[src/rtl/mmfn_pkg.sv]
// Shared types and constants for the min-max feature normalizer.
// No dependencies; every other file in rtl/ imports this package.
package mmfn_pkg;

    localparam int MMFN_MAX_FEATURES = 1024;
    localparam int MMFN_QW           = 16;
    localparam int MMFN_CNT_W        = 11;
    localparam logic [MMFN_CNT_W-1:0] MMFN_COUNT_RESET = 11'd784;
    localparam logic [16:0] MMFN_ONE = 17'h10000;

    localparam logic MMFN_REQ_OBSERVE   = 1'b0;
    localparam logic MMFN_REQ_NORMALIZE = 1'b1;

    typedef struct packed {
        logic               req_type;
        logic [9:0]         feature_index;
        logic               first_sample;
        logic signed [31:0] sample_value;
    } t_mmfn_req;

    typedef struct packed {
        logic [16:0] scaled_value;
        logic [9:0]  result_index;
        logic        flat_range;
    } t_mmfn_res;

    typedef enum logic [2:0] {
        ST_IDLE,
        ST_READ,
        ST_EVAL,
        ST_CLASS,
        ST_DIV
    } t_mmfn_state;

    typedef struct packed {
        logic min_we;
        logic max_we;
    } t_store_we;

    typedef struct packed {
        logic        load;
        logic [31:0] num;
        logic [31:0] den;
    } t_div_in;

endpackage

[src/rtl/mmfn_div.sv]
// Restoring radix-2 divider: one quotient bit per cycle, fraction of num/den.
// Expects num < den; depends on mmfn_pkg for the load struct and quotient width.
module mmfn_div (
    input  logic                          i_clk,
    input  logic                          i_rst_n,
    input  mmfn_pkg::t_div_in             i_div,
    output logic                          o_done,
    output logic [mmfn_pkg::MMFN_QW-1:0]  o_quo
);
    import mmfn_pkg::*;

    localparam int CW = $clog2(MMFN_QW);

    logic          r_busy;
    logic          r_done;
    logic [CW-1:0] r_cnt;
    logic [32:0]   r_rem;
    logic [31:0]   r_den;
    logic [MMFN_QW-1:0] r_quo;

    logic [33:0] trial;
    logic        fits;

    always_comb begin
        trial = {r_rem, 1'b0} - {2'b00, r_den};
        fits  = ~trial[33];
    end

    always_ff @(posedge i_clk) begin
        if (!i_rst_n) begin
            r_busy <= 1'b0;
            r_done <= 1'b0;
        end else begin
            r_done <= 1'b0;
            if (i_div.load) begin
                r_busy <= 1'b1;
            end else if (r_busy && r_cnt == '0) begin
                r_busy <= 1'b0;
                r_done <= 1'b1;
            end
        end
    end

    always_ff @(posedge i_clk) begin
        if (i_div.load) begin
            r_rem <= {1'b0, i_div.num};
            r_den <= i_div.den;
            r_cnt <= CW'(MMFN_QW - 1);
        end else if (r_busy) begin
            // keep the partial remainder when the trial subtraction borrows
            r_rem <= fits ? trial[32:0] : {r_rem[31:0], 1'b0};
            r_quo <= {r_quo[MMFN_QW-2:0], fits};
            r_cnt <= r_cnt - 1'b1;
        end
    end

    assign o_done = r_done;
    assign o_quo  = r_quo;

    a_rem_below_den: assert property (@(posedge i_clk) disable iff (!i_rst_n)
        r_busy |-> (r_rem < {1'b0, r_den}))
        else $error("divider remainder reached divisor");

    a_done_after_busy: assert property (@(posedge i_clk) disable iff (!i_rst_n)
        r_done |-> $past(r_busy))
        else $error("divider done without a running division");

endmodule

[config.mk]
export PLATFORM = sky130hd
export DESIGN_NAME = mmfn_div
export DESIGN_NICKNAME = d
export VERILOG_FILES = /design/src/rtl/mmfn_pkg.sv /design/src/rtl/mmfn_div.sv
export SDC_FILE = /design/constraint.sdc
export NUM_CORES = 1
export LEC_CHECK = 0
export BUFFER_PORTS_ARGS = -buffer_cell sky130_fd_sc_hd__buf_2
export CAP_MARGIN = 20
export CELL_PAD_IN_SITES_DETAIL_PLACEMENT = 0
export CELL_PAD_IN_SITES_GLOBAL_PLACEMENT = 1
export CORE_UTILIZATION = 40
export CTS_CLUSTER_DIAMETER = 40
export CTS_CLUSTER_SIZE = 24
export DETAILED_ROUTE_END_ITERATION = 16
export HOLD_SLACK_MARGIN = 0.15
export PLACE_DENSITY_LB_ADDON = 0.1
export SYNTH_ARGS = -nofsm -noshare
export SYNTH_HDL_FRONTEND = slang
export SYNTH_SLANG_ARGS = --single-unit
[constraint.sdc]
create_clock -name i_clk -period 3.2 [get_ports i_clk]
set_input_delay 0.8 -clock i_clk [delete_from_list [all_inputs] [get_ports i_clk]]
set_output_delay 0.8 -clock i_clk [all_outputs]
set_load 0.02 [all_outputs]
==> out/qor.yml <==
cp.buffers_inverters: 2
crit_chain: "ha_4 > a21o_1 > or4_1 > o21a_1 > or3_4 > a311oi_2 > a211o_4 > buf_6 > clkbuf_16 > nor2_4 > a21oi_2 > o21ai_1"
core_um2: 12600
skew_ns: 0.0106
total_power_uw: 6320
antenna_found_initial: 0
ys_async_sr_fraction: 0
p_seq_frac: 0.265
area_delta_synth_final_pct: 24.9
p_int_uw: 3900
drive_above_1_share: 0.265
post-place-ws_ns: -0.0259
status: "finished, final reports clean"
cts.sinks: 87
critPathArrivalTime_ns: 3.22
fmax_mhz: 319
htree_num_levels: 3
switching_share: 0.383
yosysTopAreaCell: "edfxtp_1"
hold_viol_final: 0
rows: 41
vias: 3987
fin_ws_ns: 0.0632
p_per_area_nw_per_um2: 981
slew_headroom: 0.617
cp_slowest_cell: "or4_1"
ant_nets: 0
clk_pin_slew_ns: 0.07
critPathMaxStageDelay_ns: 0.51
synth_ff_type: "edfxtp_1"
antenna_cells: 0
cts_tree: "yes"
r2r_setup_slack_ns: 0.06
grt-ovfl-total: 0
post-synth-top-count-cell: "edfxtp_1"
cp.required_ns: 3.28
hp-start: "o_quo[4]"
synth_seq_area_share: 0.493
clock-root-buffer: "clkbuf_16"
start_util: 0.410
routed_via_density: 5.07
worstSetupStartpointType: "register"
ys_ff_latch: 87
numPortBuffers: 83
rsz0062_at_grt: "yes"
die-area_um2: 13300
first_pass_iters: 5
holdPathStages: 0
comb_power_share: 0.540
tns_ns: 0
post-route-period-util: 0.980
setup_viol: 0
worstPathMaxFanout: 7
clkPwrFrac: 0.195
numCtsBuffers: 9
fill_cells: 1178
syn-cell-area_um2: 5160
switchingPower_uw: 2420
fin_nets: 710
path_delay_family: "compound AO/OA/AOI/OAI gates"
syn-num-nets: 597
routedWlPerCell_um: 14.9
hp-class: "reg2reg"
r2r_cells: 12
leakage_uw: 0.00278
grt_pass1_vias: 3826
synthDistinctLibCells: 58
max_cap_violations: 0
r2r-start: "r_rem[29]"
hpwl_mm: 8.22
synthCells: 496
irDropWorstVdd_uv: 466
regToRegEndpoint: "r_rem[13]"
wirelength_mm: 11.7
synth_edf_count: 80
yosysWarnings: 0
synth_top_area_share: 0.466
maxSlewViolCount: 0
insertion_delay_ns: 0.35
min_period_ns: 3.14
worst_pin_slew_ns: 0.567
layout.cells.non_filler: 786
drc_errors: 0
critPathKind: "reg2reg"
end_kind: "register"
yosys-top-cells-count: "80 x edfxtp_1, 56 x nand2_1, 43 x inv_1, 37 x a21oi_1, 33 x ha_1"
whs_endpoint: "o_quo[5]"
grt_pass1_wl_mm: 18.1
grt_max_degree: 54
avgSynthCellArea_um2: 10.4
die_w_um: 116
globalplace.congestion: 0.778
dp_cells: 758
clock_path_buffers: 2
grt_use_total: 0.177
ios: 84
drt-initial-drc-count: 194
die_y_um: 116
synthTopCellsByArea: "edfxtp_1 47%, ha_1 8.0%, nand2_1 4.1%, a21oi_1 3.6%, xnor2_1 3.4%"
## area by class of cell
class / instances / area, µm² / area share
clock buffer: 9 / 225 / 0.0350
sequential: 87 / 2540 / 0.395
tap: 172 / 215 / 0.0334
clock inverter: 7 / 125 / 0.0194
timing repair inverter: 2 / 17.5 / 0.00272
inverter: 44 / 178 / 0.0276
multi-input combinational: 350 / 2450 / 0.380
timing repair buffer: 115 / 687 / 0.107
## through the flow
stage                     hold WS, ns  utilization  cell area (µm²)
after floorplan                 0.466            -             5160
after global placement          0.426        0.467             5860
after detailed placement        0.430        0.467             5860
after CTS                       0.446        0.495             6220
after global routing            0.458        0.512             6440
final                           0.449        0.512             6440
## logic make-up after synthesis
| family | share of synthesized area |
|---|---|
| compound gates | 0.172 |
| xor+xnor | 0.0510 |
| fa+ha+maj | 0.0840 |
| buf+inv | 0.0502 |
| flops | 0.493 |
| mux | 0.0330 |
| simple gates | 0.116 |
## registers in the layout (all words and copies together), names as in the netlist
signal / count
o_done: 1
r_cnt: 4
r_den: 32
r_busy: 1
r_rem: 33
o_quo: 16
## how the worst max path moves through the flow
| stage | start | to | slack (ns) | cells past startpoint |
|---|---|---|---|---|
| CTS | r_rem[3] | r_rem[30] | 0.02 | 10 |
| global route | r_rem[29] | r_rem[13] | -0.05 | 12 |
| detailed placement | r_rem[3] | r_rem[30] | -0.03 | 10 |
| finish | r_rem[29] | r_rem[13] | 0.06 | 12 |
| floorplan | r_rem[29] | r_rem[3] | 0.23 | 11 |
| global placement | r_rem[19] | r_rem[2] | 0.03 | 11 |
## per-layer routing
metal	global-route usage	part of all wire	vias up
met4	0.0675	0.011	0
met2	0.291	0.47	66
met5	0	0	-
met1	0.228	0.48	1875
met3	0.0382	0.032	9
li1	-	-	2037
## power groups by stage
stage	combinational, µW	clock [µW]	sequential, µW
finish	3410	1230	1670
CTS	2880	1260	1670
global route	3760	1290	1710
global placement	2800	0	1690
floorplan	2200	0	1660
detailed placement	2830	0	1690
## layout by cell type (no fill, tap or decap), drive strengths merged, types with 4 or more instances in the layout
cell type  netlist  routed
buf              5     114
a21o            12      12
dfxtp            7       7
xor2            10      10
nor2b            4       4
o21a             5       5
a31oi            6       6
ha              33      33
nand2           56      56
nor3             7       7
clkbuf          10      10
o21ai           44      44
o211ai           6       6
and3             9       9
nand2b           7       7
a21oi           37      37
nand3            5       5
edfxtp          80      80
inv             44      48
nor2            28      28
mux2i           17      17
a31o             4       4
xnor2           20      20
## timing repair
item,CTS,global route
endpoints found under the setup margin,6,30
hold buffers,0,0
pin swaps,0,8
gates cloned,0,3
setup buffers,0,9
resized for setup,3,31
Power figures use the tool's default switching activity.
